**config.mk**
```make
export PLATFORM = sky130hd
export DESIGN_NAME = csw_mix
export DESIGN_NICKNAME = d
export VERILOG_FILES = /design/src/design/csw_pkg.sv /design/src/design/csw_mix.sv
export SDC_FILE = /design/constraint.sdc
export NUM_CORES = 2
export LEC_CHECK = 0
export BUFFER_PORTS_ARGS = -buffer_cell sky130_fd_sc_hd__buf_2
export CAP_MARGIN = 10
export CORE_ASPECT_RATIO = 1.2
export CORE_MARGIN = 8
export CORE_UTILIZATION = 65
export CTS_BUF_LIST = sky130_fd_sc_hd__clkbuf_8
export CTS_CLUSTER_DIAMETER = 120
export DETAILED_ROUTE_END_ITERATION = 8
export GPL_TIMING_DRIVEN = 1
export PLACE_DENSITY = 0.87
export SETUP_SLACK_MARGIN = 0.02
export SYNTH_ARGS = -nofsm -noshare
export SYNTH_HDL_FRONTEND = slang
export SYNTH_SLANG_ARGS = --single-unit
```
**constraint.sdc**
```tcl
create_clock -name clk_i -period 8.46 [get_ports clk_i]
set_input_delay 1.692 -clock clk_i [delete_from_list [all_inputs] [get_ports clk_i]]
set_output_delay 1.692 -clock clk_i [all_outputs]
set_load 0.01 [all_outputs]
```
**src/design/csw_pkg.sv**
```systemverilog
// Types, codes, window weights and cosine table maths for the window applier.
package csw_pkg;

  // Configuration register indexes.
  localparam logic [2:0] REG_WINDOW_TYPE  = 3'd0;
  localparam logic [2:0] REG_FRAME_LENGTH = 3'd1;
  localparam logic [2:0] REG_PHASE_STEP   = 3'd2;
  localparam logic [2:0] REG_TUKEY_RAMP   = 3'd3;
  localparam logic [2:0] REG_TUKEY_STEP   = 3'd4;

  // Window type codes.
  localparam logic [2:0] WIN_RECT     = 3'd0;
  localparam logic [2:0] WIN_HANN     = 3'd1;
  localparam logic [2:0] WIN_HAMMING  = 3'd2;
  localparam logic [2:0] WIN_BLACKMAN = 3'd3;
  localparam logic [2:0] WIN_BLK_HARR = 3'd4;
  localparam logic [2:0] WIN_FLAT_TOP = 3'd5;
  localparam logic [2:0] WIN_NUTTALL  = 3'd6;
  localparam logic [2:0] WIN_TUKEY    = 3'd7;

  // Unity coefficient in Q2.16.
  localparam logic signed [17:0] COEF_ONE = 18'sd65536;

  // Pi over two in Q30.
  localparam longint PIH_Q30 = 64'sd1686629713;

  // Side information that travels with every item.
  typedef struct packed {
    logic err;   // index at or beyond the frame length
    logic fend;  // last index of the frame
    logic tky;   // Tukey taper: coefficient from the single cosine
    logic flat;  // Tukey outside the tapers: unity coefficient
  } ctl_t;

  typedef struct packed {
    logic [16:0]      a0;
    logic [3:0][15:0] ak;  // ak[0] weighs the first harmonic
  } win_wts_t;

  function automatic win_wts_t win_weights(input logic [2:0] wt);
    win_wts_t w;
    w.a0 = 17'd65536;
    w.ak = '0;
    case (wt)
      WIN_RECT: begin
        w.a0 = 17'd65536;
      end
      WIN_HANN: begin
        w.a0 = 17'd32768;
        w.ak[0] = 16'd32768;
      end
      WIN_HAMMING: begin
        w.a0 = 17'd35389;
        w.ak[0] = 16'd30147;
      end
      WIN_BLACKMAN: begin
        w.a0 = 17'd27525;
        w.ak[0] = 16'd32768;
        w.ak[1] = 16'd5243;
      end
      WIN_BLK_HARR: begin
        w.a0 = 17'd23511;
        w.ak[0] = 16'd32001;
        w.ak[1] = 16'd9259;
        w.ak[2] = 16'd765;
      end
      WIN_FLAT_TOP: begin
        w.a0 = 17'd14128;
        w.ak[0] = 16'd27304;
        w.ak[1] = 16'd18171;
        w.ak[2] = 16'd5477;
        w.ak[3] = 16'd455;
      end
      WIN_NUTTALL: begin
        w.a0 = 17'd23828;
        w.ak[0] = 16'd32059;
        w.ak[1] = 16'd8952;
        w.ak[2] = 16'd697;
      end
      WIN_TUKEY: begin
        w.a0 = 17'd65536;
      end
      default: begin
        w.a0 = 17'd65536;
      end
    endcase
    return w;
  endfunction

  // Quarter-wave cosine entry in Q16 from an angle x in Q30, by a
  // nine-term Taylor series. Only ever evaluated at elaboration.
  function automatic logic [16:0] cos_entry(input longint x);
    longint x2;
    longint term;
    longint sum;
    x2   = (x * x) >>> 30;
    term = 64'sd1 <<< 30;
    sum  = term;
    term = ((term * x2) >>> 30) / 2;
    sum  = sum - term;
    term = ((term * x2) >>> 30) / 12;
    sum  = sum + term;
    term = ((term * x2) >>> 30) / 30;
    sum  = sum - term;
    term = ((term * x2) >>> 30) / 56;
    sum  = sum + term;
    term = ((term * x2) >>> 30) / 90;
    sum  = sum - term;
    term = ((term * x2) >>> 30) / 132;
    sum  = sum + term;
    term = ((term * x2) >>> 30) / 182;
    sum  = sum - term;
    term = ((term * x2) >>> 30) / 240;
    sum  = sum + term;
    if (sum < 0) begin
      sum = 0;
    end
    sum = (sum + 64'sd8192) >>> 14;
    if (sum > 64'sd65536) begin
      sum = 64'sd65536;
    end
    return 17'(sum);
  endfunction

endpackage

```
**src/design/csw_mix.sv**
```systemverilog
// Weighted cosine sum and Tukey taper, giving the Q2.16 coefficient.
module csw_mix import csw_pkg::*; (
  input  logic               clk_i,
  input  logic               rst_ni,
  input  logic [2:0]         window_type_i,
  input  logic               valid_i,
  input  logic signed [15:0] sample_i,
  input  ctl_t               ctl_i,
  input  logic [3:0][16:0]   mag_i,
  input  logic [3:0]         neg_i,
  output logic               valid_o,
  output logic signed [15:0] sample_o,
  output ctl_t               ctl_o,
  output logic signed [17:0] coef_o
);

  localparam int unsigned AccW = 38;

  win_wts_t w;
  assign w = win_weights(window_type_i);

  // Stage: one product per harmonic, plus the taper value.
  logic               v6_q, v7_q, v8_q;
  logic signed [15:0] s6_q, s7_q, s8_q;
  ctl_t               ctl6_q, ctl7_q, ctl8_q;
  logic [3:0][32:0]   prod_q, prod_d;
  logic [3:0]         sub_q, sub_d;
  logic [16:0]        tkc6_q, tkc7_q, tkc_d;
  logic [17:0]        tk_sum;

  for (genvar g = 0; g < 4; g++) begin : g_prod
    localparam bit OddHarm = (g % 2) == 0;
    assign prod_d[g] = 33'(w.ak[g]) * 33'(mag_i[g]);
    assign sub_d[g]  = neg_i[g] ^ OddHarm;
  end

  assign tk_sum = neg_i[0] ? (18'd65537 - 18'(mag_i[0])) : (18'd65537 + 18'(mag_i[0]));
  assign tkc_d  = tk_sum[17:1];

  // Stage: two partial sums.
  logic signed [3:0][AccW-1:0] term;
  logic signed [AccW-1:0]      base;
  logic signed [AccW-1:0]      sum_a_q, sum_a_d, sum_b_q, sum_b_d;

  for (genvar g = 0; g < 4; g++) begin : g_term
    assign term[g] = sub_q[g] ? -$signed(AccW'(prod_q[g])) : $signed(AccW'(prod_q[g]));
  end

  assign base    = $signed({5'b0, w.a0, 16'b0}) + AccW'(32'sd32768);
  assign sum_a_d = base + term[0] + term[1];
  assign sum_b_d = term[2] + term[3];

  // Stage: final sum, rounding to Q2.16, selection and clamp.
  logic signed [AccW-1:0]    acc;
  logic signed [AccW-17:0]   acc_sh;
  logic signed [17:0]        coef_d, coef8_q, clamped;

  always_comb begin
    acc    = sum_a_q + sum_b_q;
    acc_sh = acc[AccW-1:16];
    if (acc_sh > (AccW-16)'(131071)) begin
      clamped = 18'sd131071;
    end else if (acc_sh < -(AccW-16)'(131072)) begin
      clamped = -18'sd131072;
    end else begin
      clamped = acc_sh[17:0];
    end
    if (ctl7_q.err) begin
      coef_d = '0;
    end else if (ctl7_q.flat) begin
      coef_d = COEF_ONE;
    end else if (ctl7_q.tky) begin
      coef_d = $signed({1'b0, tkc7_q});
    end else begin
      coef_d = clamped;
    end
  end

  always_ff @(posedge clk_i or negedge rst_ni) begin
    if (!rst_ni) begin
      v6_q <= 1'b0;
      v7_q <= 1'b0;
      v8_q <= 1'b0;
    end else begin
      v6_q <= valid_i;
      v7_q <= v6_q;
      v8_q <= v7_q;
    end
  end

  always_ff @(posedge clk_i) begin
    s6_q    <= sample_i;
    ctl6_q  <= ctl_i;
    prod_q  <= prod_d;
    sub_q   <= sub_d;
    tkc6_q  <= tkc_d;
    s7_q    <= s6_q;
    ctl7_q  <= ctl6_q;
    tkc7_q  <= tkc6_q;
    sum_a_q <= sum_a_d;
    sum_b_q <= sum_b_d;
    s8_q    <= s7_q;
    ctl8_q  <= ctl7_q;
    coef8_q <= coef_d;
  end

  assign valid_o  = v8_q;
  assign sample_o = s8_q;
  assign ctl_o    = ctl8_q;
  assign coef_o   = coef8_q;

endmodule

```
# Yosys cells after proc, flatten, opt, wreduce, memory -nomap -nowiden
# Cells that the tools add are included.
[totals] regBits=320 inputBits=98 out_inout_bits=39
[op_classes] add_sub_neg=11 mul=4 n_lt_le_gt_ge=2 eq_ne=7 mux=14 n_bitwise=2 n_reduce_logical=5
[op_table] operator="38-bit two-way mux" count=4
[op_table] operator="17-bit case mux with 7 select lines" count=1
[op_table] operator="38-bit adder" count=3
[op_table] operator="33-bit negation with 38-bit output" count=3
[op_table] operator="16-bit by 17-bit multiplier with 33-bit output" count=3
[op_table] operator="16-bit case mux with 5 select lines" count=1
[op_table] operator="15-bit case mux with 4 select lines" count=1
[op_table] operator="17-bit two-way mux" count=3
[op_table] operator="13-bit case mux with 3 select lines" count=1
[op_table] operator="34-bit by 38-bit adder with 38-bit output" count=1
[op_table] operator="26-bit negation with 38-bit output" count=1
[op_table] operator="18-bit two-way mux" count=2
[op_table] operator="33-bit by 16-bit adder with 34-bit output, second input constant" count=1
[op_table] operator="9-bit by 17-bit multiplier with 26-bit output" count=1
[op_table] operator="22-bit by 18-bit > comparator with 1-bit output, second input constant" count=1
[op_table] operator="22-bit by 18-bit < comparator with 1-bit output, second input constant" count=1
[op_table] operator="17-bit by 17-bit adder with 18-bit output, first input constant" count=1
[op_table] operator="17-bit by 17-bit subtractor with 18-bit output, first input constant" count=1
[op_table] operator="3-bit == test, second input constant" count=4
[op_table] operator="9-bit two-way mux" count=1
[op_table] operator="3-bit by 2-bit == test with 1-bit output, second input constant" count=2
[op_table] operator="2-bit OR reduction" count=3
[op_table] operator="4-bit OR reduction" count=1
[op_table] operator="3-bit by 1-bit == test with 1-bit output, second input constant" count=1
[op_table] operator="2 further kinds" count=3

# Logic depth before layout (Yosys ltp)
[logic_depth] depth_word=6 depth_mapped=31 ltp_nobuf=28

# Least setup slack after synthesis
# Ideal clock, no wire load.
[synth_path] path_kind="input port to flip-flop" start="in window_type_i[1]" end="reg prod_q[65] (netlist bit)" setup_ns=0.072 arrival_ns=8.123 required_time_ns=8.388 setup_slack_ns=0.264 stages=25 path_cell_list="clkbuf_1 > nor2_1 > and2_1 > clkbuf_1 > clkbuf_1 > nand2_1 > fa_1 > fa_1 > inv_1 > fa_1 > fa_1 > fa_1 > inv_1 > fa_1 > inv_1 > ha_1 > nand3_1 > nor3_1 > a211o_1 > o311ai_0 > a41oi_1 > nor3_1 > o21bai_1 > a21oi_1 > xnor2_1"
[synth_lines] item="from (decl)" line_no="csw_mix.sv:5" rtl="input logic [2:0] window_type_i,"
[synth_lines] item="to (signal assigned)" line_no="csw_mix.sv:94" rtl="prod_q <= prod_d;"
[synth_lines] item="to (decl)" line_no="csw_mix.sv:26" rtl="logic [3:0][32:0] prod_q, prod_d;"

==> summary.md <==
| Metric | Value |
|---|---|
| Status | finished, final reports clean |
| DRC violations left | 0 |
| Critical path class | in2reg |
| ANT nets after route | 0 |
| Clk slew on worst S/H paths | 60 ps |
| Crit path DAT | 8560 ps |
| I/O pins | 137 |
| CTS resizes | 0 |
| Final Util | 0.7077 |
| HPWL Detailed | 88290 um |
| Clock tree buffer depth | 3 |
| Hold Path Class | reg2reg |
| Sequential area share after synthesis | 0.1607 |
| Wire per inst | 19.31 um |
| Worst skew pair latency | 640 ps |
| First-pass GRT wire length | 165400 um |
| Starting density of the core | 0.6563 |
| WL final | 103800 um |
| Setup TNS | 0 ps |
| Die height | 287.2 um |
| Data required, critical path | 9020 ps |
| TritonCTS Buffers | 51 |
| Clk_skew | 23.94 ps |
| Async set or reset register ratio after synthesis | 0.009404 |
| Critical path endpoint category | flop |
| Gpl congestion | 1.041 |
| Slowest stage delay, CP | 560 ps |
| CTS sink count | 319 |
| I/O Buffers | 136 |
| Slowest cell on crit path | fa_1 |
| Mapped cell area | 39830 um2 |
| Post-CTS Hold Buffers | 0 |
| DRT Pass-1 Iters | 8 |
| Main synth FF type | dfxtp_1 |
| P&R area growth vs syn | 7.831% |
| CTS tree | yes |
| Worst Tran Pin Value | 1220 ps |
| Final setup viols | 0 |
| Synth cell types | 73 |
| DIE WIDTH | 242.0 um |
| Max Slew Vio Count | 0 |
| Fin nets | 5714 |
| Largest net degree at the start of global routing | 55 |
| Row count | 99 |
| Maximum VDD drop | 0.0002957 V |
| Max_cap viols | 0 |
| Most common cell after layout, fill and taps aside | inv_1 |
| Avg Inst Size Synth | 9.136 um2 |
| PwrDens | 333.7 nW/um2 |
| Period utilization | 0.9457 |
| Initial antenna violation count | 5 |
| Share of layout cells above drive strength 1 | 0.07886 |
| Fillers | 4595 |
| Die ar. | 69490 um2 |
| Startpoint Class | primary input |
| Clock root cell | clkbuf_8 |
| Core footprint | 60700 um2 |
| Leak | 0.02288 uW |
| Synthesis Warnings | 0 |
| Cell mode on critical path | fa_1 |
| Fin. Hold Viols | 0 |
| Post-layout min period | 8001 ps |
| RSZ-0062 raised after global routing | no |
| Via density per instance | 5.825 |
| H-tree Lvls | 2 |
| Post-synth EDFFs | 0 |
| Most frequent cells in the layout | inv_1, ha_1, fa_1 |
| Cells after Synth | 4360 |
| GRT Util Overall | 0.2964 |
| Vias | 31320 |
| Post-synth net total | 5545 |
| Number of global-route vias before repair | 32150 |
| Slew headroom | 0.1856 |
| Hold slack | 326.3 ps |
| Number of synthesized register bits | 319 |
| Setup bufs post-CTS | 0 |
| CP Max Fanout | 5 |
| Fmax | 125.0 MHz |
| DRT iter0 DRCs | 2422 |
| Gr ovfl total | 0 |
## flip-flops by register name, summed over array words and instances (netlist names)
name,count
s7_q,16
sub_q,4
sum_b_q,38
sample_o,16
tkc6_q,17
prod_q,124
sum_a_q,38
coef_o,18
valid_o,1
ctl_o,4
v6_q,1
ctl7_q,4
ctl6_q,4
v7_q,1
tkc7_q,17
s6_q,16
## synthesized netlist by cell type (55+ instances only)
| library cell | number | area share |
|---|---|---|
| nor3_1 | 61 | 0.0077 |
| nor2_1 | 156 | 0.015 |
| clkbuf_1 | 108 | 0.010 |
| and3_1 | 126 | 0.020 |
| fa_1 | 523 | 0.26 |
| xnor2_1 | 239 | 0.053 |
| a21oi_1 | 199 | 0.025 |
| nand3_1 | 55 | 0.0069 |
| o21ai_0 | 138 | 0.017 |
| ha_1 | 564 | 0.18 |
| nand2_1 | 303 | 0.029 |
| dfxtp_1 | 316 | 0.16 |
| xor2_1 | 66 | 0.015 |
| and2_1 | 95 | 0.015 |
| inv_1 | 820 | 0.077 |
| a21o_1 | 92 | 0.017 |
## where the power goes
part	internal [uW]	total (uW)	leakage, uW	switching (uW)
combinational	4420	10400	0.0196	5960
clock	818	1450	0.000604	630
sequential	2070	2500	0.00269	428
total	7310	14300	0.0229	7020
## final cells by class
class,count,area [um2],share of cell area
diodes,3,7.507,0.0001748
clock buffers,62,853.3,0.01987
clock inverters,27,264.0,0.006146
inverters,821,3082,0.07174
multi-input cells,3105,29940,0.6971
flip-flops and latches,319,6401,0.1490
well taps,808,1011,0.02354
repair buffers,231,1394,0.03245
## critical path: cells and delay by family
kind | cells | cell delay (ps)
compound gates | 8 | 1830
xor+xnor | 1 | 160
fa+ha+maj | 7 | 3460
buf+inv | 7 | 640
simple gates | 5 | 770
## cell families after synthesis
logic type               count (synthesis)  share of synthesized area
adder cells (fa/ha/maj)               1087                     0.4400
AND/OR/NAND/NOR                        987                     0.1239
buffers and inverters                  936                    0.08826
AO/OA/AOI/OAI                          723                     0.1193
flip-flops                             319                     0.1607
XOR/XNOR                               305                    0.06706
multiplexers                             3                  0.0007852
## final timing paths
kind	start	endpoint	slack, ps	cells past startpoint
min	s6_q[11]$_DFF_P_	s7_q[11]$_DFF_P_	330	0
max in group asynchronous	rst_ni	valid_o$_DFF_PN0_	7500	1
min in group asynchronous	rst_ni	v7_q$_DFF_PN0_	850	1
max reg2reg	prod_q[7]$_DFF_P_	sum_a_q[37]$_DFF_P_	2370	20
min reg2reg	s6_q[11]$_DFF_P_	s7_q[11]$_DFF_P_	330	0
max	window_type_i[0]	prod_q[59]$_DFF_P_	460	28
## per-stage QoR
stage	worst slack (ps)	instance area [um2]	std cells	power [uW]
after floorplan	264.4	39830	4360	10020
after global placement	24.67	41830	5284	12410
after detailed placement	-121.0	41830	5284	12690
after CTS	504.6	42950	5373	14210
after global routing	113.9	42950	5374	15600
final	459.1	42950	5376	14330
## layer usage
layer  GRT usage  vias to the layer above  routed length (um)
met5           0                        -                  13
met4      0.1304                        2                5065
met3     0.06227                      263                8906
met2      0.5047                     1299               49350
met1      0.3619                    15120               40490
li1            -                    14640                   -
Note: power is estimated with default switching activity, not from simulation.
