File: src/design/csw_pkg.sv
// Types, codes, window weights and cosine table maths for the window applier.
package csw_pkg;

  // Configuration register indexes.
  localparam logic [2:0] REG_WINDOW_TYPE  = 3'd0;
  localparam logic [2:0] REG_FRAME_LENGTH = 3'd1;
  localparam logic [2:0] REG_PHASE_STEP   = 3'd2;
  localparam logic [2:0] REG_TUKEY_RAMP   = 3'd3;
  localparam logic [2:0] REG_TUKEY_STEP   = 3'd4;

  // Window type codes.
  localparam logic [2:0] WIN_RECT     = 3'd0;
  localparam logic [2:0] WIN_HANN     = 3'd1;
  localparam logic [2:0] WIN_HAMMING  = 3'd2;
  localparam logic [2:0] WIN_BLACKMAN = 3'd3;
  localparam logic [2:0] WIN_BLK_HARR = 3'd4;
  localparam logic [2:0] WIN_FLAT_TOP = 3'd5;
  localparam logic [2:0] WIN_NUTTALL  = 3'd6;
  localparam logic [2:0] WIN_TUKEY    = 3'd7;

  // Unity coefficient in Q2.16.
  localparam logic signed [17:0] COEF_ONE = 18'sd65536;

  // Pi over two in Q30.
  localparam longint PIH_Q30 = 64'sd1686629713;

  // Side information that travels with every item.
  typedef struct packed {
    logic err;   // index at or beyond the frame length
    logic fend;  // last index of the frame
    logic tky;   // Tukey taper: coefficient from the single cosine
    logic flat;  // Tukey outside the tapers: unity coefficient
  } ctl_t;

  typedef struct packed {
    logic [16:0]      a0;
    logic [3:0][15:0] ak;  // ak[0] weighs the first harmonic
  } win_wts_t;

  function automatic win_wts_t win_weights(input logic [2:0] wt);
    win_wts_t w;
    w.a0 = 17'd65536;
    w.ak = '0;
    case (wt)
      WIN_RECT: begin
        w.a0 = 17'd65536;
      end
      WIN_HANN: begin
        w.a0 = 17'd32768;
        w.ak[0] = 16'd32768;
      end
      WIN_HAMMING: begin
        w.a0 = 17'd35389;
        w.ak[0] = 16'd30147;
      end
      WIN_BLACKMAN: begin
        w.a0 = 17'd27525;
        w.ak[0] = 16'd32768;
        w.ak[1] = 16'd5243;
      end
      WIN_BLK_HARR: begin
        w.a0 = 17'd23511;
        w.ak[0] = 16'd32001;
        w.ak[1] = 16'd9259;
        w.ak[2] = 16'd765;
      end
      WIN_FLAT_TOP: begin
        w.a0 = 17'd14128;
        w.ak[0] = 16'd27304;
        w.ak[1] = 16'd18171;
        w.ak[2] = 16'd5477;
        w.ak[3] = 16'd455;
      end
      WIN_NUTTALL: begin
        w.a0 = 17'd23828;
        w.ak[0] = 16'd32059;
        w.ak[1] = 16'd8952;
        w.ak[2] = 16'd697;
      end
      WIN_TUKEY: begin
        w.a0 = 17'd65536;
      end
      default: begin
        w.a0 = 17'd65536;
      end
    endcase
    return w;
  endfunction

  // Quarter-wave cosine entry in Q16 from an angle x in Q30, by a
  // nine-term Taylor series. Only ever evaluated at elaboration.
  function automatic logic [16:0] cos_entry(input longint x);
    longint x2;
    longint term;
    longint sum;
    x2   = (x * x) >>> 30;
    term = 64'sd1 <<< 30;
    sum  = term;
    term = ((term * x2) >>> 30) / 2;
    sum  = sum - term;
    term = ((term * x2) >>> 30) / 12;
    sum  = sum + term;
    term = ((term * x2) >>> 30) / 30;
    sum  = sum - term;
    term = ((term * x2) >>> 30) / 56;
    sum  = sum + term;
    term = ((term * x2) >>> 30) / 90;
    sum  = sum - term;
    term = ((term * x2) >>> 30) / 132;
    sum  = sum + term;
    term = ((term * x2) >>> 30) / 182;
    sum  = sum - term;
    term = ((term * x2) >>> 30) / 240;
    sum  = sum + term;
    if (sum < 0) begin
      sum = 0;
    end
    sum = (sum + 64'sd8192) >>> 14;
    if (sum > 64'sd65536) begin
      sum = 64'sd65536;
    end
    return 17'(sum);
  endfunction

endpackage

File: src/design/csw_phase.sv
// Front stages: index checks, Tukey taper distance and the phase multiply.
module csw_phase import csw_pkg::*; #(
  parameter int unsigned MAX_LENGTH = 4096
) (
  input  logic               clk_i,
  input  logic               rst_ni,
  input  logic               valid_i,
  input  logic signed [15:0] sample_i,
  input  logic [11:0]        index_i,
  input  logic [2:0]         window_type_i,
  input  logic [12:0]        frame_length_i,
  input  logic [31:0]        phase_step_i,
  input  logic [11:0]        tukey_ramp_i,
  input  logic [31:0]        tukey_step_i,
  output logic               valid_o,
  output logic signed [15:0] sample_o,
  output logic [31:0]        phase_o,
  output ctl_t               ctl_o
);

  logic               v1_q, v2_q, v3_q;
  logic signed [15:0] s1_q, s2_q, s3_q;
  logic [11:0]        n1_q, n2_q;
  logic [11:0]        m2_q, m2_d;
  ctl_t               ctl2_q, ctl2_d, ctl3_q;
  logic [31:0]        ph3_q, ph3_d;

  logic [12:0] len;
  logic [12:0] dist_b;
  logic        err, a_lt, b_lt;
  logic [11:0] mul_n;
  logic [31:0] mul_s;
  logic [43:0] mul_p;

  // Effective frame length is the configured length clamped to the maximum.
  assign len = (32'(frame_length_i) < MAX_LENGTH) ? frame_length_i : 13'(MAX_LENGTH);

  always_comb begin
    err    = {1'b0, n1_q} >= len;
    dist_b = len - 13'd1 - {1'b0, n1_q};
    a_lt   = n1_q < tukey_ramp_i;
    b_lt   = dist_b < {1'b0, tukey_ramp_i};
    // With both ends inside a taper the larger distance wins.
    if (a_lt && b_lt) begin
      m2_d = (n1_q > dist_b[11:0]) ? n1_q : dist_b[11:0];
    end else if (a_lt) begin
      m2_d = n1_q;
    end else if (b_lt) begin
      m2_d = dist_b[11:0];
    end else begin
      m2_d = '0;
    end
    ctl2_d.err  = err;
    ctl2_d.fend = !err && ({1'b0, n1_q} == len - 13'd1);
    ctl2_d.tky  = (window_type_i == WIN_TUKEY) && (a_lt || b_lt);
    ctl2_d.flat = (window_type_i == WIN_TUKEY) && !(a_lt || b_lt);
  end

  always_comb begin
    mul_n = ctl2_q.tky ? m2_q : n2_q;
    mul_s = ctl2_q.tky ? tukey_step_i : phase_step_i;
    mul_p = 44'(mul_n) * 44'(mul_s);
    // The taper phase is shifted by half a turn.
    ph3_d = mul_p[31:0] ^ {ctl2_q.tky, 31'b0};
  end

  always_ff @(posedge clk_i or negedge rst_ni) begin
    if (!rst_ni) begin
      v1_q <= 1'b0;
      v2_q <= 1'b0;
      v3_q <= 1'b0;
    end else begin
      v1_q <= valid_i;
      v2_q <= v1_q;
      v3_q <= v2_q;
    end
  end

  always_ff @(posedge clk_i) begin
    s1_q   <= sample_i;
    n1_q   <= index_i;
    s2_q   <= s1_q;
    n2_q   <= n1_q;
    m2_q   <= m2_d;
    ctl2_q <= ctl2_d;
    s3_q   <= s2_q;
    ph3_q  <= ph3_d;
    ctl3_q <= ctl2_q;
  end

  assign valid_o  = v3_q;
  assign sample_o = s3_q;
  assign phase_o  = ph3_q;
  assign ctl_o    = ctl3_q;

endmodule

File: config.mk
export PLATFORM = sky130hd
export DESIGN_NAME = csw_phase
export DESIGN_NICKNAME = d
export VERILOG_FILES = /design/src/design/csw_pkg.sv /design/src/design/csw_phase.sv
export SDC_FILE = /design/constraint.sdc
export NUM_CORES = 1
export LEC_CHECK = 0
export BUFFER_PORTS_ARGS = -buffer_cell sky130_fd_sc_hd__buf_2
export CAP_MARGIN = 40
export CORE_ASPECT_RATIO = 0.6
export CORE_MARGIN = 8
export CORE_UTILIZATION = 53
export CTS_CLUSTER_DIAMETER = 40
export DETAILED_ROUTE_END_ITERATION = 6
export GPL_TIMING_DRIVEN = 0
export PLACE_DENSITY_LB_ADDON = 0.25
export SYNTH_ARGS = -nofsm -noshare
export SYNTH_HDL_FRONTEND = slang
export SYNTH_SLANG_ARGS = --single-unit
File: constraint.sdc
create_clock -name clk_i -period 16.8 [get_ports clk_i]
set_input_delay 3.36 -clock clk_i [delete_from_list [all_inputs] [get_ports clk_i]]
set_output_delay 3.36 -clock clk_i [all_outputs]
set_load 0.01 [all_outputs]
Yosys cells after proc, flatten, opt, wreduce, memory -nomap -nowiden. Index checks and enable logic that the tools add are counted.

Flip-flop bits (word level): 127. Bits in latches: 0. RAM bits: 0. ROM bits: 0. Input bits: 123. Word-level logic and storage cells: 43. Memories kept: 0.

$add $sub $neg: 2. $mul: 1. Divide/modulo/power cells: 0. Magnitude comparators: 5. Equality and inequality tests: 2. Shifts and indexed selects: 0. Mux-type cells: 7. Bitwise operators: 1. Reductions and logical operators: 7.

Operator list (count): 2-to-1 mux 12 bit (5); multiplier 12 x 32 -> 32 bit (1); 2-to-1 mux 32 bit (1); XOR 32 bit (1); equality test 12 x 13 -> 1 bit (1); >= comparator 12 x 13 -> 1 bit (1); < comparator 13 x 12 -> 1 bit (1); < comparator 13 bit, second input constant (1); 2-to-1 mux 13 bit (1); subtractor 13 x 1 -> 13 bit, second input constant (1); subtractor 13 x 12 -> 13 bit (1); > comparator 12 bit (1); < comparator 12 bit (1); logical AND 1 bit (4); equality test 3 bit, second input constant (1); zero test 1 bit (2); logical OR 1 bit (1).

Logic depth before layout (Yosys ltp). Gate-level depths: netlist of the first run.

Depth in word-level cells: 8. Mapped depth: 26. Mapped depth without buffers: 24.

Worst setup path after synthesis of the first run. No wires, ideal clock.

Path type: input port to flip-flop. Start point: input tukey_step_i[3]. End point: register ph3_q[23] (netlist: phase_o[23]). Library setup time: 122 ps. Arrival: 8235 ps. Data required time: 16678 ps. Slack: 8443 ps. Stages on the path: 20. Cell sequence: mux2i_1 nor2_1 fa_1 inv_1 fa_1 inv_1 fa_1 fa_1 inv_1 fa_1 inv_1 ha_1 a21o_1 a21o_1 a31oi_1 a21oi_1 o31a_1 o21ai_1 a2111oi_0 a311o_1.

Cells in the longest elaborated chain, start to end: 3.

Ends and longest elaborated chain: start, declared (line csw_phase.sv:14) `input logic [31:0] tukey_step_i,`; 2-to-1 mux 32 bit (line csw_phase.sv:61) `mul_s = ctl2_q.tky ? tukey_step_i : phase_step_i;`; multiplier 12 x 32 -> 32 bit (line csw_phase.sv:62) `mul_p = 44'(mul_n) * 44'(mul_s);`; net mul_p[23] (line csw_phase.sv:33) `logic [43:0] mul_p;`; XOR 32 bit (line csw_phase.sv:64) `ph3_d = mul_p[31:0] ^ {ctl2_q.tky, 31'b0};`; end signal, assigned (line csw_phase.sv:87) `ph3_q <= ph3_d;`; end, declared (line csw_phase.sv:26) `logic [31:0] ph3_q, ph3_d;`.

The timed path passes the listed nets, and every way through them passes these cells.

Worst setup path in the final report of the first run.
Start point: input tukey_step_i[3]. End point: register ph3_q[31] (netlist: phase_o[31]).

Cells in the longest elaborated chain, start to end: 3.

Ends and longest elaborated chain (line): 2-to-1 mux 32 bit (csw_phase.sv:61); multiplier 12 x 32 -> 32 bit (csw_phase.sv:62); XOR 32 bit (csw_phase.sv:64); net ph3_d[31] (csw_phase.sv:26).

The timed path passes the listed nets, and every way through them passes these cells.

==> impl_metrics.tcl, run 1 <==
set metrics [dict create \
    period_share_pct 55.5 \
    final_cell_mix "319 x inv_1, 240 x fa_1, 224 x nand2_1" \
    yosysTopAreaCell "fa_1" \
    core_area_um2 27200 \
    slew_headroom_pct 34.8 \
    h-tree-depth 4 \
    track_usage_pct 25.4 \
    ys_seq_area_share_pct 17.6 \
    postCtsSetupBuffers 0 \
    fin_setup_tns_ns 0 \
    cts_resized 0 \
    synthCells 1577 \
    max_stage_delay_ns 0.74 \
    seqCellArea_um2 2560 \
    die_area_um2 33100 \
    setup_violations 0 \
    drive_gt1_share_pct 16.4 \
    ys_types 63 \
    critical_path.cell_chain "buf_2, mux2i_1, nor2_1, fa_1, inv_1, fa_1, inv_1, fa_1, fa_1, inv_1, fa_1, inv_1, ha_1, a21o_1, a21o_1, a31oi_1, a21oi_1, a31oi_1, a31oi_1, a211oi_1, xnor2_1" \
    initialDrtViolationCount 977 \
    cpMaxStageDelayCell "mux2i_1" \
    cts.reportedPaths.clkPinSlew_ns 0.06 \
    crit_start "tukey_step_i[3]" \
    syn_area_um2 14500 \
    path_class "in2reg" \
    clock-sinks 127 \
    clockRootBuffer "clkbuf_16" \
    rows 47 \
    cts_tree "yes" \
    fin_crit_ns 9.33 \
    cp.required_ns 17.17 \
    worstPathArrival_ns 9.70 \
    grt_pass1_vias 11800 \
    final_common_cell "inv_1" \
    syn_avg_cell_area_um2 9.19 \
    fp.dieW_um 229 \
    syn_nets 2048 \
    portBuffers 174 \
    worst_setup_path_end_kind "flip-flop" \
    nets 2249 \
    place_hpwl_um 35000 \
    grt-ovfl-total 0 \
    tightest_slew_ns 0.951 \
    antenna_found_initial 0 \
    start_kind "primary input" \
    yosysTopAreaCellShare_pct 33.2 \
    wl_um 41200 \
    synth_area_leaders "fa_1 33%, dfxtp_1 17%, ha_1 9.3%" \
    synth_edf_count 0 \
    clock_skew_ns 0.0159 \
    area_growth_pct 13.8 \
    wire_per_inst_um 19.1 \
    multi_input_area_um2 10500 \
    gp_congestion 0.936 \
    rsz0062_at_grt "false" \
    numCtsBuffers 17 \
    ys_async_sr_fraction_pct 2.36 \
    ys.flop_type "dfxtp_1" \
    min-delay-path-class "reg2reg" \
    fmax_mhz 107 \
    worstSkewPairLatency_ns 0.45 \
    cts_buffer_depth 2 \
    postCtsHoldBufs 0 \
    grt_pass1_wl_um 64700 \
    outcome "finished, final reports clean" \
    maxSlewViolCount 0 \
    start_util_pct 53.2 \
    io_pins 176 \
    drc_errors 0 \
    via_per_inst 5.35 \
    grt_max_degree 17 \
    min_from "s2_q[10]" \
    worstReg2RegStart "ctl2_q[1]" \
    yosys_warnings 0 \
    drv_cap 0 \
    crit_top_cell "fa_1" \
    postRouteAntennaNets 0 \
    die_y_um 144 \
    finalHoldViolations 0 \
    via_count 11500 \
    ys_seq_elements 127 \
    nFillCells 2351 \
    path_max_fanout 7 \
    firstDrtPassIters 7 \
]
sequential cells by signal, indices dropped and copies added, names as in the netlist:
register  flops
phase_o      32
s1_q         16
s2_q         16
sample_o     16
m2_q         12
n1_q         12
n2_q         12
ctl2_q        4
ctl_o         4
v1_q          1
v2_q          1
valid_o       1
cell usage after synthesis (4+ instances only):
master,instances
nand3_1,10
a31oi_1,8
o21a_1,13
inv_1,319
a211oi_1,7
clkbuf_1,25
nand2_1,224
mux2i_1,39
a211o_1,4
dfxtp_1,124
nand2b_1,11
o32ai_2,10
mux2_2,40
nor2b_1,6
a21boi_0,5
xor2_1,15
o21ai_0,27
fa_1,240
xnor2_1,41
a21oi_1,38
and2_1,7
o22ai_1,4
or2_2,6
a21o_1,21
and3_1,6
buf_2,8
nor3_1,6
nor2_1,154
ha_1,108
metrics by stage:
stage	instances	hold slack (ns)	instance area, µm²	worst slack [ns]	util (%)
2_1_floorplan	1577	0.310	14500	8.44	-
3_3_place_gp	2118	0.310	15800	7.01	58.1
3_5_place_dp	2125	0.312	15900	7.01	58.3
4_1_cts	2157	0.320	16500	7.46	60.6
5_1_grt	2158	0.319	16500	7.09	60.6
6_report	2159	0.320	16500	7.47	60.6
cells by family after synthesis:
group | count (synthesis) | share of synthesized area (%)
simple gates | 443 | 12.6
buf+inv | 359 | 9.69
fa+ha+maj | 348 | 42.5
compound gates | 165 | 8.43
flops | 127 | 17.6
mux | 79 | 5.80
xor+xnor | 56 | 3.38
critical path: cells and delay by family:
family | cells | cell delay (ns)
muxes | 1 | 0.74
AOI/OAI and AO/OA | 7 | 2.17
xor gates and xnor gates | 1 | 0.15
adders and majority gates | 6 | 2.81
buffers and inverters | 5 | 0.29
and+or+nand+nor | 1 | 0.14
path summary, 6_finish.rpt:
path                                      to  slack (ns)  cells past startpoint
worst max-delay path             phase_o[31]        7.47                     21
worst min-delay path            sample_o[10]        0.32                      0
worst max register to register   phase_o[31]        8.27                     25
worst min register to register  sample_o[10]        0.32                      0
max in group asynchronous               v2_q       13.99                      1
min in group asynchronous               v1_q        2.70                      1
cell type report:
class	instances	area share (%)
Antenna cell	1	0.0152
Buffer	40	1.25
Clock buffer	17	2.58
Clock inverter	15	1.16
Inverter	319	7.26
Multi-Input combinational cell	1091	63.8
Sequential cell	127	15.5
Tap cell	367	2.78
Timing Repair Buffer	182	5.61
metal layers:
metal / track usage [%] / up-vias / share of wire [%]
li1: - / 5290 / -
met1: 35.2 / 5613 / 44
met2: 36.2 / 563 / 41
met3: 9.44 / 76 / 12
met4: 8.29 / 0 / 2.7
met5: 0 / - / 0
Power of run 1 is left out: the tool's default activity adds up to more than one toggle a clock period on the data nets, which glitch-free logic cannot reach.
==> run 2, diff against run 1 <==
--- a/config.mk
+++ b/config.mk
@@ -5,6 +5,7 @@
 export SDC_FILE = /design/constraint.sdc
 export NUM_CORES = 1
 export LEC_CHECK = 0
+export ABC_AREA = 1
 export BUFFER_PORTS_ARGS = -buffer_cell sky130_fd_sc_hd__buf_2
 export CAP_MARGIN = 40
 export CORE_ASPECT_RATIO = 0.6
==> constraint.sdc (replaced) <==
create_clock -name clk_i -period 7.5 [get_ports clk_i]
set_input_delay 1.5 -clock clk_i [delete_from_list [all_inputs] [get_ports clk_i]]
set_output_delay 1.5 -clock clk_i [all_outputs]
set_load 0.01 [all_outputs]
==> impl_metrics.tcl, run 2 <==
set metrics [dict create \
    rows 48 \
    wl_um 46800 \
    clock-sinks 127 \
    clockRootBuffer "clkbuf_16" \
    start_kind "flip-flop" \
    slew_headroom_pct 40.3 \
    post-synth-top-count-cell "nand2_1" \
    ys_seq_area_share_pct 16.9 \
    rsz0062_at_grt "false" \
    ys.flop_type "dfxtp_1" \
    yosys_warnings 0 \
    final_cells 2511 \
    worstSkewPairLatency_ns 0.44 \
    synth_edf_count 0 \
    synth_common_cells "482 x nand2_1, 405 x inv_1, 240 x fa_1, 167 x nor2_1, 124 x dfxtp_1" \
    period_share_pct 96.5 \
    fp.dieW_um 234 \
    grt_pass1_wl_um 73300 \
    syn_avg_cell_area_um2 7.87 \
    dpl.cell_count 2477 \
    via_count 13400 \
    yosysTopAreaCell "fa_1" \
    num_antenna_cells 0 \
    clock_skew_ns 0.00806 \
    yosysTopAreaCellShare_pct 31.7 \
    place_hpwl_um 39900 \
    min-delay-path-class "reg2reg" \
    drv_cap 0 \
    setup_ws_ns 0.264 \
    outcome "finished, final reports clean" \
    portBuffers 175 \
    core_area_um2 28400 \
    ys_async_sr_fraction_pct 2.36 \
    fin_crit_ns 7.24 \
    drc_errors 0 \
    synth_area_leaders "fa_1 32%, dfxtp_1 16%, nand2_1 12%" \
    tightest_slew_ns 0.895 \
    largest_register_ffs 32 \
    worstPathArrival_ns 7.57 \
    cp.required_ns 7.84 \
    dp_slack_ns -0.0335 \
    postRouteAntennaNets 0 \
    final_cell_mix "482 x nand2_1, 405 x inv_1, 240 x fa_1" \
    path_class "reg2reg" \
    post-route-util_pct 60.2 \
    fin_hold_ws_ns 0.319 \
    nets 2594 \
    final_common_cell "nand2_1" \
    ys_seq_elements 127 \
    drive_gt1_share_pct 14.0 \
    seqCellArea_um2 2560 \
    grt_max_degree 17 \
    grt-ovfl-total 0 \
    cts_tree "yes" \
    fmax_mhz 138 \
    track_usage_pct 28.0 \
    start_util_pct 53.3 \
    path_max_fanout 10 \
    setup_violations 0 \
    die_area_um2 34400 \
    gp_congestion 0.977 \
    multi_input_area_um2 10800 \
    syn_area_um2 15100 \
    cts.reportedPaths.clkPinSlew_ns 0.07 \
    synthCells 1926 \
    io_pins 176 \
    h-tree-depth 4 \
    grt_pass1_vias 13300 \
    die_y_um 147 \
    numCtsBuffers 17 \
    wire_per_inst_um 18.6 \
    area_growth_pct 13.0 \
    initialDrtViolationCount 1468 \
    maxSlewViolCount 0 \
    syn_nets 2397 \
    finalHoldViolations 0 \
    ys_types 47 \
    nFillCells 2565 \
    postCtsHoldBufs 0 \
    via_per_inst 5.32 \
    firstDrtPassIters 5 \
    cts_buffer_depth 2 \
    worst_setup_path_end_kind "flip-flop" \
    antenna_found_initial 0 \
]
## run 2: cell count changes in the layout (fill, tap and decap cells not counted), sizes merged, moves of 12 or more
cell   before  now
a21oi      39   64
inv       328  433
mux2       40    0
mux2i      39    0
nand2     224  499
nand3      10   42
nor2      155  172
o21ai      29   75
o32ai      12    0
or2         6   20
xnor2      41   12
xor2       15   37
## run 2: path summary, 6_finish.rpt
kind / from / cells past startpoint / slack (ns) / to
worst min-delay path: s2_q[9] / 0 / 0.32 / sample_o[9]
min in group asynchronous: rst_ni / 1 / 0.85 / v2_q
worst max register to register: ctl2_q[1] / 25 / 0.26 / phase_o[31]
worst min register to register: s2_q[9] / 0 / 0.32 / sample_o[9]
max in group asynchronous: rst_ni / 1 / 6.54 / v1_q
worst max-delay path: ctl2_q[1] / 25 / 0.26 / phase_o[31]
## run 2: final cells by class
class / count / share of cell area (%)
Multi-Input combinational cell: 1332 / 63.0
Clock buffer: 17 / 2.49
Inverter: 429 / 9.41
Buffer: 38 / 1.18
Sequential cell: 127 / 14.9
Tap cell: 375 / 2.74
Timing Repair Buffer: 178 / 5.24
Clock inverter: 15 / 0.965
## run 2: critical path, stage by stage, from the launching register on
cell and delay [ns]:
dfxtp_1 0.45, inv_2 0.08, buf_4 0.20, buf_2 0.24, clkbuf_1 0.22, or2_2 0.30, o21ai_1 0.23, clkinv_1 0.42
nand2_1 0.19, fa_1 0.45, fa_1 0.51, inv_1 0.06, fa_1 0.45, fa_1 0.51, inv_1 0.05, fa_1 0.47
inv_1 0.04, ha_1 0.40, a21oi_1 0.29, o21ai_0 0.31, a21oi_1 0.25, nand3_1 0.39, a31oi_2 0.41, inv_1 0.07
nand2_1 0.07, nand2_1 0.05
## run 2: layer usage
metal,wire [µm],track usage [%],part of all wire [%],vias up
met2,18000,36.9,38,767
met5,0,0,0,-
met4,928,6.87,2.0,0
li1,-,-,-,6136
met1,20900,40.9,45,6401
met3,7060,12.2,15,66
## run 2: kinds of logic (layout without fill, tap and decap cells)
group	count (synthesis)	count (layout)	share of synthesized area, %
AND/OR/NAND/NOR	761	761	21.2
buffers and inverters	467	677	12.0
adder cells (fa/ha/maj)	348	348	40.6
AO/OA/AOI/OAI	174	174	6.49
flip-flops	127	127	16.9
XOR/XNOR	49	49	2.83
## run 2: repair_timing
| action | CTS | global route |
|---|---|---|
| resized for setup | 0 | 6 |
| setup endpoints to repair | 0 | 4 |
| setup buffers | 0 | 2 |
| endpoints found under the hold margin | 0 | 0 |
## run 2: through the flow
stage          cell area [µm²]  TNS, ns
2_1_floorplan            15100        0
3_3_place_gp             16500  -0.0632
3_5_place_dp             16500  -0.0335
4_1_cts                  17100        0
5_1_grt                  17100        0
6_report                 17100        0
Power of run 2 is left out for the same reason.
