## src/design/csw_pkg.sv

```systemverilog
// Types, codes, window weights and cosine table maths for the window applier.
package csw_pkg;

  // Configuration register indexes.
  localparam logic [2:0] REG_WINDOW_TYPE  = 3'd0;
  localparam logic [2:0] REG_FRAME_LENGTH = 3'd1;
  localparam logic [2:0] REG_PHASE_STEP   = 3'd2;
  localparam logic [2:0] REG_TUKEY_RAMP   = 3'd3;
  localparam logic [2:0] REG_TUKEY_STEP   = 3'd4;

  // Window type codes.
  localparam logic [2:0] WIN_RECT     = 3'd0;
  localparam logic [2:0] WIN_HANN     = 3'd1;
  localparam logic [2:0] WIN_HAMMING  = 3'd2;
  localparam logic [2:0] WIN_BLACKMAN = 3'd3;
  localparam logic [2:0] WIN_BLK_HARR = 3'd4;
  localparam logic [2:0] WIN_FLAT_TOP = 3'd5;
  localparam logic [2:0] WIN_NUTTALL  = 3'd6;
  localparam logic [2:0] WIN_TUKEY    = 3'd7;

  // Unity coefficient in Q2.16.
  localparam logic signed [17:0] COEF_ONE = 18'sd65536;

  // Pi over two in Q30.
  localparam longint PIH_Q30 = 64'sd1686629713;

  // Side information that travels with every item.
  typedef struct packed {
    logic err;   // index at or beyond the frame length
    logic fend;  // last index of the frame
    logic tky;   // Tukey taper: coefficient from the single cosine
    logic flat;  // Tukey outside the tapers: unity coefficient
  } ctl_t;

  typedef struct packed {
    logic [16:0]      a0;
    logic [3:0][15:0] ak;  // ak[0] weighs the first harmonic
  } win_wts_t;

  function automatic win_wts_t win_weights(input logic [2:0] wt);
    win_wts_t w;
    w.a0 = 17'd65536;
    w.ak = '0;
    case (wt)
      WIN_RECT: begin
        w.a0 = 17'd65536;
      end
      WIN_HANN: begin
        w.a0 = 17'd32768;
        w.ak[0] = 16'd32768;
      end
      WIN_HAMMING: begin
        w.a0 = 17'd35389;
        w.ak[0] = 16'd30147;
      end
      WIN_BLACKMAN: begin
        w.a0 = 17'd27525;
        w.ak[0] = 16'd32768;
        w.ak[1] = 16'd5243;
      end
      WIN_BLK_HARR: begin
        w.a0 = 17'd23511;
        w.ak[0] = 16'd32001;
        w.ak[1] = 16'd9259;
        w.ak[2] = 16'd765;
      end
      WIN_FLAT_TOP: begin
        w.a0 = 17'd14128;
        w.ak[0] = 16'd27304;
        w.ak[1] = 16'd18171;
        w.ak[2] = 16'd5477;
        w.ak[3] = 16'd455;
      end
      WIN_NUTTALL: begin
        w.a0 = 17'd23828;
        w.ak[0] = 16'd32059;
        w.ak[1] = 16'd8952;
        w.ak[2] = 16'd697;
      end
      WIN_TUKEY: begin
        w.a0 = 17'd65536;
      end
      default: begin
        w.a0 = 17'd65536;
      end
    endcase
    return w;
  endfunction

  // Quarter-wave cosine entry in Q16 from an angle x in Q30, by a
  // nine-term Taylor series. Only ever evaluated at elaboration.
  function automatic logic [16:0] cos_entry(input longint x);
    longint x2;
    longint term;
    longint sum;
    x2   = (x * x) >>> 30;
    term = 64'sd1 <<< 30;
    sum  = term;
    term = ((term * x2) >>> 30) / 2;
    sum  = sum - term;
    term = ((term * x2) >>> 30) / 12;
    sum  = sum + term;
    term = ((term * x2) >>> 30) / 30;
    sum  = sum - term;
    term = ((term * x2) >>> 30) / 56;
    sum  = sum + term;
    term = ((term * x2) >>> 30) / 90;
    sum  = sum - term;
    term = ((term * x2) >>> 30) / 132;
    sum  = sum + term;
    term = ((term * x2) >>> 30) / 182;
    sum  = sum - term;
    term = ((term * x2) >>> 30) / 240;
    sum  = sum + term;
    if (sum < 0) begin
      sum = 0;
    end
    sum = (sum + 64'sd8192) >>> 14;
    if (sum > 64'sd65536) begin
      sum = 64'sd65536;
    end
    return 17'(sum);
  endfunction

endpackage

```

## src/design/csw_apply.sv

```systemverilog
// Sample times coefficient, rounded and saturated, into the result registers.
module csw_apply import csw_pkg::*; (
  input  logic               clk_i,
  input  logic               rst_ni,
  input  logic               valid_i,
  input  logic signed [15:0] sample_i,
  input  ctl_t               ctl_i,
  input  logic signed [17:0] coef_i,
  output logic               done_o,
  output logic signed [15:0] windowed_sample_o,
  output logic signed [17:0] coefficient_o,
  output logic               frame_end_o,
  output logic               index_error_o
);

  logic               v9_q, done_q;
  logic signed [33:0] prod9_q, prod_d;
  logic signed [17:0] coef9_q, coef_q;
  ctl_t               ctl9_q;
  logic signed [34:0] rnd;
  logic signed [18:0] y;
  logic signed [15:0] y_d, y_q;
  logic               fend_q, err_q;

  assign prod_d = 34'(sample_i) * 34'(coef_i);

  always_comb begin
    rnd = 35'(prod9_q) + 35'sd32768;
    y   = rnd[34:16];
    if (ctl9_q.err) begin
      y_d = '0;
    end else if (y > 19'sd32767) begin
      y_d = 16'sd32767;
    end else if (y < -19'sd32768) begin
      y_d = -16'sd32768;
    end else begin
      y_d = y[15:0];
    end
  end

  always_ff @(posedge clk_i or negedge rst_ni) begin
    if (!rst_ni) begin
      v9_q   <= 1'b0;
      done_q <= 1'b0;
    end else begin
      v9_q   <= valid_i;
      done_q <= v9_q;
    end
  end

  always_ff @(posedge clk_i) begin
    prod9_q <= prod_d;
    coef9_q <= coef_i;
    ctl9_q  <= ctl_i;
    y_q     <= y_d;
    coef_q  <= coef9_q;
    fend_q  <= ctl9_q.fend;
    err_q   <= ctl9_q.err;
  end

  assign done_o            = done_q;
  assign windowed_sample_o = y_q;
  assign coefficient_o     = coef_q;
  assign frame_end_o       = fend_q;
  assign index_error_o     = err_q;

endmodule

```

## config.mk

```make
export PLATFORM = sky130hd
export DESIGN_NAME = csw_apply
export DESIGN_NICKNAME = d
export VERILOG_FILES = /design/src/design/csw_pkg.sv /design/src/design/csw_apply.sv
export SDC_FILE = /design/constraint.sdc
export NUM_CORES = 1
export LEC_CHECK = 0
export BUFFER_PORTS_ARGS = -buffer_cell sky130_fd_sc_hd__buf_2
export CAP_MARGIN = 20
export CORE_MARGIN = 1.5
export CORE_UTILIZATION = 58
export CTS_CLUSTER_DIAMETER = 100
export DETAILED_ROUTE_END_ITERATION = 10
export GPL_ROUTABILITY_DRIVEN = 0
export PLACE_DENSITY = 0.82
export SLEW_MARGIN = 20
export SYNTH_ARGS = -nofsm -noshare
export SYNTH_HDL_FRONTEND = slang
export SYNTH_SLANG_ARGS = --single-unit
```

## constraint.sdc

```tcl
create_clock -name clk_i -period 2.5 [get_ports clk_i]
set_input_delay 0.375 -clock clk_i [delete_from_list [all_inputs] [get_ports clk_i]]
set_output_delay 0.375 -clock clk_i [all_outputs]
set_load 0.02 [all_outputs]
```

-- Yosys cells after proc, flatten, opt, wreduce, memory -nomap -nowiden
Index checks and enable logic that the tools add are counted.
- register bits: 92
- bits of input ports: 41
- output and inout port bits: 37
- logic and storage cells: 18
- multiply operators: 1
- $add $sub $neg: 1
- order comparisons: 2
- reductions and logical operators: 1
- multiplexer cells: 2
- operators by type and width (cell ; number):
    adder 34 x 17 -> 35 bit (second input constant) ; 1
    multiplier 16 x 18 -> 34 bit ; 1
    > comparator 19 x 16 -> 1 bit (second input constant) ; 1
    less-than comparator 19 x 16 -> 1 bit (second input constant) ; 1
    two-way mux 16 bit ; 1
    two-way mux 15 bit ; 1
    OR reduction 2 bit ; 1

-- Depth between registers and ports, before layout
Gate-level depths: netlist of the first run.
- word-level depth: 4
- mapped depth: 23
- depth with buffers taken out: 21

-- Worst setup path before layout of the first run
Ideal clock, no wire load.
- path type: input-to-reg
- start: in coef_i[17]
- end: reg prod9_q[31]
- required time: 2437 ps
- path buffers: 2
- setup time: 63 ps
- stages: 21
- setup slack: -3476 ps
- arrival: 5914 ps
- cells stage by stage: clkbuf_1 nand2_1 fa_1 inv_1 fa_1 inv_1 fa_1 fa_1 inv_1 fa_1 inv_1 fa_1 inv_1 ha_1 clkbuf_1 a21oi_1 o21ai_0 a31oi_1 o21ai_0 a2111o_1 nand3_1
- word-level cells in the longest chain between the ends: 1
- RTL lines (element ; line ; text):
    start: declaration ; csw_apply.sv:8 ; input logic signed [17:0] coef_i,
    multiplier 16 x 18 -> 34 bit ; csw_apply.sv:25 ; assign prod_d = 34'(sample_i) * 34'(coef_i);
    via prod_d[31] ; csw_apply.sv:17 ; logic signed [33:0] prod9_q, prod_d;
    end signal: assignment ; csw_apply.sv:52 ; prod9_q <= prod_d;
    end: declaration ; csw_apply.sv:17 ;
The timed path passes the listed nets, and every way through them passes these cells.
A chain may end at the register's enable or synchronous reset.

-- Worst setup path after layout of the first run
- start: in sample_i[5]
- end: reg prod9_q[33]
- word-level cells in the longest chain between the ends: 1
- RTL lines (element ; line ; text):
    start: declaration ; csw_apply.sv:6 ; input logic signed [15:0] sample_i,
    multiplier 16 x 18 -> 34 bit ; csw_apply.sv:25 ;
    via prod_d[33] ; csw_apply.sv:17 ;
The timed path passes the listed nets, and every way through them passes these cells.

==> impl_metrics.py, run 1 <==
metrics = {
    "hold_path": {
        "hp-class": "input port to register",
    },
    "synth": {
        "synthTopCellsByArea": "fa_1 45%, dfxtp_1 12%, inv_1 10%, ha_1 8.2%, and2_1 6.7%",
        "synth_top_area_share_pct": 45.4,
        "synthDistinctLibCells": 49,
        "yosysWarnings": 0,
        "synth-edff-count": 0,
        "synthArstFlopShare_pct": 2.60,
        "syn-num-nets": 1761,
        "ys_seq_elements": 77,
        "syn_area_um2": 12700,
        "avgSynthCellArea_um2": 9.46,
        "synth-main-ff-cell": "dfxtp_1",
        "yosysSeqAreaShare_pct": 12.2,
        "syn_inst": 1347,
        "synth_top_area_cell": "fa_1",
    },
    "final_layout": {
        "nets": 1982,
        "multiInputGateArea_um2": 10600,
        "regArea_um2": 1550,
        "area_delta_synth_final_pct": 28.0,
        "drive_gt1_share_pct": 29.1,
        "num_antenna_cells": 0,
        "n_fill_cell": 1281,
    },
    "floorplan": {
        "die_w_um": 151,
        "start_util_pct": 58.7,
        "coreArea_um2": 21700,
        "row_count": 54,
        "io-pin-count": 78,
        "dieArea_um2": 22900,
        "die_y_um": 151,
    },
    "clock_tree": {
        "clockBufferDepth": 2,
        "cts_tree": "built",
        "htree_levels": 3,
        "cts_buffers": 9,
        "clk_latency_ps": 370,
        "clk_pin_slew_worst_paths_ps": 60,
        "clock_sinks": 77,
        "root_buffer": "clkbuf_16",
    },
    "grt": {
        "grt_first_pass_wirelength_um": 58300,
        "overflow": 0,
        "grt_start_max_net_pins": 19,
        "antenna_found_initial": 0,
        "grt_pass1_vias": 12029,
        "grt_use_total_pct": 34.1,
    },
    "worst_setup_path": {
        "cp-end-kind": "register",
        "cp-start-kind": "input port",
        "worst_ep_required_time_ps": 2740,
        "path_max_fanout": 6,
        "critPathKind": "input port to register",
        "cp.arrival_ps": 5610,
    },
    "placed_design": {
        "hpwl_um": 25600,
        "port_buffers": 75,
    },
    "timing": {
        "relSlewSlack_pct": 63.0,
        "setup_viol": 19,
        "grt_setup_unrepaired": "true",
        "setup_ws_ps": -2870,
        "hold_viol": 0,
        "max_freq_mhz": 186,
        "timing.hold.ws_ps": 110,
        "finalCriticalPeriod_ps": 5370,
        "fin_crit_sh_pct": 215,
        "tightest_slew_ps": 555,
        "final.setup_skew_ps": 12.9,
        "slew_violations": 0,
    },
    "routing": {
        "postRouteAntennaNets": 0,
        "drtIter0Drc": 865,
        "first_pass_iters": 11,
        "vias": 10697,
        "routed_via_density": 5.77,
        "route.detailed.drc": 1,
        "routed_wl_um": 39000,
        "wl_per_cell_um": 21.0,
    },
    "outcome": {
        "status": "finished with violations",
        "violations": "DRC, setup timing",
    },
    "job": {
        "cap_violations": 0,
    },
}
==> timing repair <==
| action | 4_1_cts | 5_1_grt |
|---|---|---|
| gates cloned | 2 | 0 |
| setup endpoints to repair | 19 | 19 |
| hold endpoints to repair | 2 | 0 |
| hold buffers | 1 | 0 |
| pin swaps | 95 | 52 |
| resized for setup | 187 | 70 |
| buffers inserted | 24 | 7 |
==> kinds of logic (layout without fill, tap and decap cells) <==
logic type | after synthesis | in the layout | synth area share [%]
compound gates | 92 | 92 | 4.98
xor+xnor | 43 | 43 | 2.96
fa+ha+maj | 373 | 373 | 53.7
buf+inv | 397 | 623 | 11.7
flops | 77 | 77 | 12.2
simple gates | 365 | 365 | 14.5
==> sequential cells by signal (all words and copies together), names as in the netlist <==
register	count
coef9_q	18
windowed_sample_o	16
v9_q	1
frame_end_o	1
index_error_o	1
coefficient_o	18
done_o	1
prod9_q	19
ctl9_q	2
==> worst max-delay path, cell delays in order <==
cell and delay, ps:
buf_12 110, buf_6 120, and2_4 140, fa_1 520
inv_2 50, fa_1 520, fa_1 540, inv_2 60
fa_1 500, fa_1 510, inv_1 60, fa_1 530
inv_2 60, ha_4 310, nand2_4 80, o21ai_4 220
o21bai_4 100, a21oi_4 290, a211oi_4 110, o31a_1 270
xnor2_1 130
==> synth_stat cells (6+ instances only) <==
cell and instances:
nor2_1 24, nand3_1 14, and3_1 10, dfxtp_1 75, and2_1 137, o21ai_0 7, a21oi_1 23, ha_1 84
clkbuf_1 45, nand2b_1 11, a21o_1 6, nand4_1 9, fa_1 289, o31ai_1 15, xnor2_1 33, xor2_1 10
nand2_1 145, o21ai_1 11, inv_1 348
==> metrics by stage <==
step                area [µm²]  cells  utilization [%]  setup WS [ps]  TNS [ps]
detailed placement       14800   1805             68.1          -3230    -58210
global placement         14800   1805             68.1          -3100    -56210
global route             16300   1853             75.2          -2920    -52110
floorplan                13300   1347                -          -2770    -49030
finish                   16300   1853             75.2          -2870    -50790
CTS                      16000   1846             74.0          -2690    -47130
==> cells in the final DEF (no fill, tap or decap), types with 9 or more instances in the layout <==
cell	instances
clkbuf_16	9
nand3_1	13
a21oi_1	9
ha_4	24
dfxtp_1	75
inv_1	310
nand4_1	9
nor2_1	21
inv_2	38
and2_4	24
fa_2	24
xnor2_1	31
buf_6	36
buf_2	44
nand2_1	133
nand2b_1	11
and2_1	112
buf_12	14
buf_4	158
a21oi_2	9
ha_1	58
xor2_1	10
o31ai_1	15
fa_1	265
==> per-layer routing <==
metal  routed length (µm)  GRT usage (%)
met5                    0              0
met1                12600           35.7
met2                19900           62.3
met3                 3220           6.20
met4                 3230           22.1
==> cell type report <==
cell class	count	area share, %
Multi-Input combinational cell	873	65.0
Timing Repair Buffer	259	13.6
Sequential cell	77	9.51
Inverter	348	8.01
Tap cell	280	2.15
Clock buffer	9	1.38
Clock inverter	7	0.391
==> path summary, 6_finish.rpt <==
kind | from | endpoint | slack, ps | cells past startpoint
worst max-delay path | sample_i[5] | prod9_q[33] | -2870 | 21
min in group asynchronous | rst_ni | v9_q | 340 | 2
worst max register to register | prod9_q[15] | windowed_sample_o[4] | 270 | 9
max in group asynchronous | rst_ni | done_o | 2070 | 2
worst min-delay path | ctl_i[2] | ctl9_q[2] | 110 | 1
worst min register to register | coef9_q[0] | coefficient_o[0] | 330 | 0
Power of run 1 is not shown: default switching activity piles up to over one toggle a cycle in this logic, so the estimate is an artifact.
==> run 2: changes to the inputs <==
PLACE_DENSITY = 0.77   (was 0.82)
==> impl_metrics.py, run 2 (synthesis results as in run 1) <==
metrics = {
    "grt": {
        "grtUsageMet1_pct": 34.5,
        "grt_util_met2_pct": 57.3,
        "grt_most_used_layer": "met2",
        "grt_start_max_net_pins": 19,
        "grt_pass1_vias": 11454,
        "grt_use_total_pct": 31.8,
        "antenna_found_initial": 0,
        "overflow": 0,
        "gr-usage-met3_pct": 5.99,
        "grt_first_pass_wirelength_um": 54800,
    },
    "worst_setup_path": {
        "path_buf_inv": 7,
        "critical_path.slowest_cell": "fa_2",
        "worst_ep_required_time_ps": 2730,
        "critPathTopFamily": "adder cells",
        "path_cells": "buf_12, and2_4, fa_2, buf_6, fa_2, buf_6, fa_1, fa_1, fa_1, inv_1, fa_1, inv_2, ha_4, buf_4, inv_1, nor3_1, nor2_1, o31a_1, xnor2_2",
        "critPathMaxStageDelay_ps": 580,
        "critPathKind": "input port to register",
        "cp-start-kind": "input port",
        "path_max_fanout": 13,
        "cp_common_cell": "fa_1",
        "cp-end-kind": "register",
        "cp.arrival_ps": 5430,
    },
    "final_layout": {
        "n_fill_cell": 1287,
        "drive_gt1_share_pct": 29.4,
        "layout_commonest_cell": "inv_1",
        "num_antenna_cells": 0,
        "final_cells": 1858,
        "nets": 1988,
        "area_delta_synth_final_pct": 28.8,
        "most-common-layout-cells": "322 x inv_1, 265 x fa_1, 165 x buf_4",
        "top_register": "prod9_q",
        "largest_register_ff_count": 19,
        "post-route-util_pct": 75.7,
    },
    "routing": {
        "routed_via_density": 5.44,
        "route.detailed.drc": 0,
        "first_pass_iters": 5,
        "wl_per_cell_um": 18.9,
        "postRouteAntennaNets": 0,
        "drtIter0Drc": 638,
        "routed_wl_um": 35100,
        "vias": 10109,
    },
    "floorplan": {
        "die_w_um": 151,
        "die_y_um": 151,
        "coreArea_um2": 21700,
        "io-pin-count": 78,
        "dieArea_um2": 22900,
        "start_util_pct": 58.7,
        "row_count": 54,
    },
    "placed_design": {
        "port_buffers": 75,
        "hpwl_um": 25400,
        "placed_cells": 1806,
        "dp_slack_ps": -3240,
    },
    "timing": {
        "final.setup_skew_ps": 8.16,
        "setup_ws_ps": -2690,
        "relSlewSlack_pct": 62.2,
        "grt_setup_unrepaired": "true",
        "timing.hold.ws_ps": 120,
        "hold_viol": 0,
        "fin_crit_sh_pct": 208,
        "setup_viol": 19,
        "finalCriticalPeriod_ps": 5190,
        "max_freq_mhz": 193,
        "slew_violations": 0,
        "tightest_slew_ps": 567,
    },
    "clock_tree": {
        "clockBufferDepth": 2,
        "cts_tree": "built",
        "clk_pin_slew_worst_paths_ps": 60,
        "root_buffer": "clkbuf_16",
        "cts_buffers": 9,
        "clock_sinks": 77,
        "clk_latency_ps": 360,
        "htree_levels": 3,
    },
    "outcome": {
        "violations": "setup timing",
        "status": "finished with violations",
    },
    "job": {
        "cap_violations": 0,
    },
    "hold_path": {
        "hp-class": "input port to register",
    },
}
[run 2: changes by cell type in the layout (fill, tap and decap cells not counted), moves of 3 or more]
cell,before,now
nand2_1,133,128
buf_6,36,32
and2_1,112,109
inv_1,310,322
inv_2,38,24
buf_4,158,165
nand2_2,5,10
and2_4,24,27
[run 2: path summary, 6_finish.rpt]
path	startpoint	endpoint	slack [ps]	cells past startpoint
max in group asynchronous	rst_ni	v9_q	2080	2
worst max register to register	prod9_q[15]	windowed_sample_o[4]	420	9
worst min-delay path	ctl_i[3]	ctl9_q[3]	120	1
worst min register to register	coef9_q[16]	coefficient_o[16]	330	0
min in group asynchronous	rst_ni	done_o	330	2
worst max-delay path	coef_i[17]	prod9_q[33]	-2690	19
[run 2: stage by stage]
stage	instance area [µm²]	setup TNS [ps]
global route	16400	-50840
global placement	14800	-56650
finish	16400	-48000
floorplan	13300	-49030
CTS	15900	-46650
detailed placement	14800	-58190
[run 2: repair_timing]
action | 4_1_cts | 5_1_grt
gates cloned | 2 | 2
pin swaps | 67 | 69
hold buffers | 1 | 0
gates resized for setup | 162 | 88
setup buffers | 21 | 13
endpoints found under the setup margin | 19 | 19
endpoints found under the hold margin | 2 | 0
[run 2: layer usage]
layer,wire (µm),up-vias
li1,-,4407
met5,0,-
met3,2450,184
met1,12000,5073
met2,18300,445
met4,2370,0
[run 2: area by class of cell]
cell class,count,area (µm²),share of cell area [%]
clock inverter,6,65.1,0.396
tap,280,350,2.13
sequential,77,1550,9.45
clock buffer,9,225,1.37
multi-input combinational,873,10600,64.7
timing repair buffer,265,2290,13.9
inverter,348,1310,8.00
Power of run 2 is left out for the same reason.
==> run 3: changes to the inputs <==
PLACE_DENSITY = 0.73   (was 0.77)
clock period = 5.9 ns   (was 2.5 ns; I/O delays follow)
==> impl_metrics.py, run 3 (synthesis results as in run 1) <==
metrics = {
    "worst_setup_path": {
        "critPathKind": "input port to register",
        "r2r_cells": 8,
        "cp-end-kind": "register",
        "cp-start-kind": "input port",
        "cp.arrival_ps": 6060,
        "worst_ep_required_time_ps": 6140,
        "path_max_fanout": 11,
        "r2r_start": "prod9_q[15]",
        "ff2ff_setup_slack_ps": 3440,
        "worstReg2RegEnd": "windowed_sample_o[9]",
    },
    "grt": {
        "grt_use_total_pct": 28.6,
        "overflow": 0,
        "grt_pass1_vias": 10693,
        "grt_start_max_net_pins": 19,
        "grt_first_pass_wirelength_um": 49900,
        "antenna_found_initial": 0,
    },
    "clock_tree": {
        "ctsHoldBuffers": 0,
        "clockBufferDepth": 2,
        "cts_tree": "built",
        "cts_buffers": 9,
        "clk_pin_slew_worst_paths_ps": 70,
        "clk_latency_ps": 360,
        "htree_levels": 3,
        "clock_sinks": 77,
        "root_buffer": "clkbuf_16",
    },
    "final_layout": {
        "top_register": "prod9_q",
        "num_antenna_cells": 0,
        "post-route-util_pct": 71.0,
        "largest_register_ff_count": 19,
        "fin_area_um2": 15400,
        "layout_commonest_cell": "inv_1",
        "area_delta_synth_final_pct": 20.9,
        "drive_gt1_share_pct": 21.7,
        "regArea_um2": 1550,
        "most-common-layout-cells": "343 x inv_1, 281 x fa_1, 157 x buf_4",
        "multiInputGateArea_um2": 10100,
        "nets": 1960,
        "n_fill_cell": 1585,
    },
    "routing": {
        "postRouteAntennaNets": 0,
        "drtIter0Drc": 381,
        "routed_wl_um": 29800,
        "routed_via_density": 5.21,
        "route.detailed.drc": 0,
        "wl_per_cell_um": 16.3,
        "first_pass_iters": 4,
        "vias": 9538,
    },
    "timing": {
        "finalCriticalPeriod_ps": 5810,
        "slew_violations": 0,
        "setup_viol": 0,
        "max_freq_mhz": 172,
        "fin_crit_sh_pct": 98.5,
        "tightest_slew_ps": 707,
        "hold_viol": 0,
        "grt_setup_unrepaired": "true",
        "final.setup_skew_ps": 12.8,
        "relSlewSlack_pct": 52.9,
    },
    "floorplan": {
        "io-pin-count": 78,
        "die_y_um": 151,
        "die_w_um": 151,
        "row_count": 54,
        "dieArea_um2": 22900,
        "coreArea_um2": 21700,
        "start_util_pct": 58.7,
    },
    "hold_path": {
        "hp-class": "input port to asynchronous set/reset pin",
    },
    "placed_design": {
        "hpwl_um": 24300,
        "port_buffers": 75,
        "dpl_cell_area_um2": 14600,
    },
    "outcome": {
        "status": "finished clean",
    },
    "job": {
        "cap_violations": 0,
    },
}
run 3: cell types whose count changed in the layout (fill, tap and decap cells not counted), sizes merged:
| cell | delta |
|---|---|
| bufbuf | -1 |
| bufinv | -1 |
| dlygate4sd3 | -1 |
| inv | +3 |
| clkinv | -1 |
| clkbuf | +2 |
| buf | -28 |
run 3: worst max path at each step:
stage | depth (start not counted) | start | end
after CTS | 20 | coef_i[17] | prod9_q[32]
after global routing | 19 | coef_i[2] | prod9_q[28]
after floorplan | 21 | coef_i[17] | prod9_q[31]
final | 19 | coef_i[2] | prod9_q[28]
after global placement | 21 | sample_i[5] | prod9_q[30]
after detailed placement | 19 | sample_i[1] | prod9_q[31]
run 3: layout make-up:
cell class              count  share of cell area (%)
clock buffers               9                    1.46
inverters                 348                    8.48
flip-flops and latches     77                    10.1
multi-input cells         873                    65.4
clock inverters             7                   0.455
repair buffers            237                    11.9
well taps                 280                    2.27
run 3: worst max-delay path: stages:
cell,delay (ps)
buf_2,150
buf_12,150
and2_1,170
fa_1,500
fa_1,560
ha_1,160
inv_1,60
fa_1,490
inv_1,60
fa_1,470
fa_1,540
ha_1,340
a21o_1,180
a31o_2,250
a31o_4,220
a221oi_4,360
o211a_1,270
o21ai_2,80
xor2_1,140
run 3: routing by layer:
metal  share of wire [%]  routed length, µm  up-vias  global-route usage [%]
met3                 4.1               1240       72                    3.10
met4                 4.3               1290        0                    13.3
met2                  54              16200      255                    53.3
li1                    -                  -     4354                       -
met5                   0                  0        -                       0
met1                  37              11100     4857                    32.6
run 3: through the flow:
| step | TNS (ps) | setup slack [ps] | cells | hold slack [ps] |
|---|---|---|---|---|
| CTS | 0 | 2.90 | 1824 | 301 |
| finish | 0 | 85.6 | 1831 | 310 |
| floorplan | -9.88 | -9.88 | 1347 | 310 |
| global route | -234 | -60.4 | 1831 | 305 |
| global placement | -3800 | -340 | 1808 | 310 |
| detailed placement | -5020 | -429 | 1808 | 312 |
run 3: repair_timing:
item | in CTS | in global routing
resized for setup | 7 | 122
endpoints found under the setup margin | 7 | 14
pin swaps | 2 | 57
setup buffers | 0 | 7
Power of run 3 is left out for the same reason.
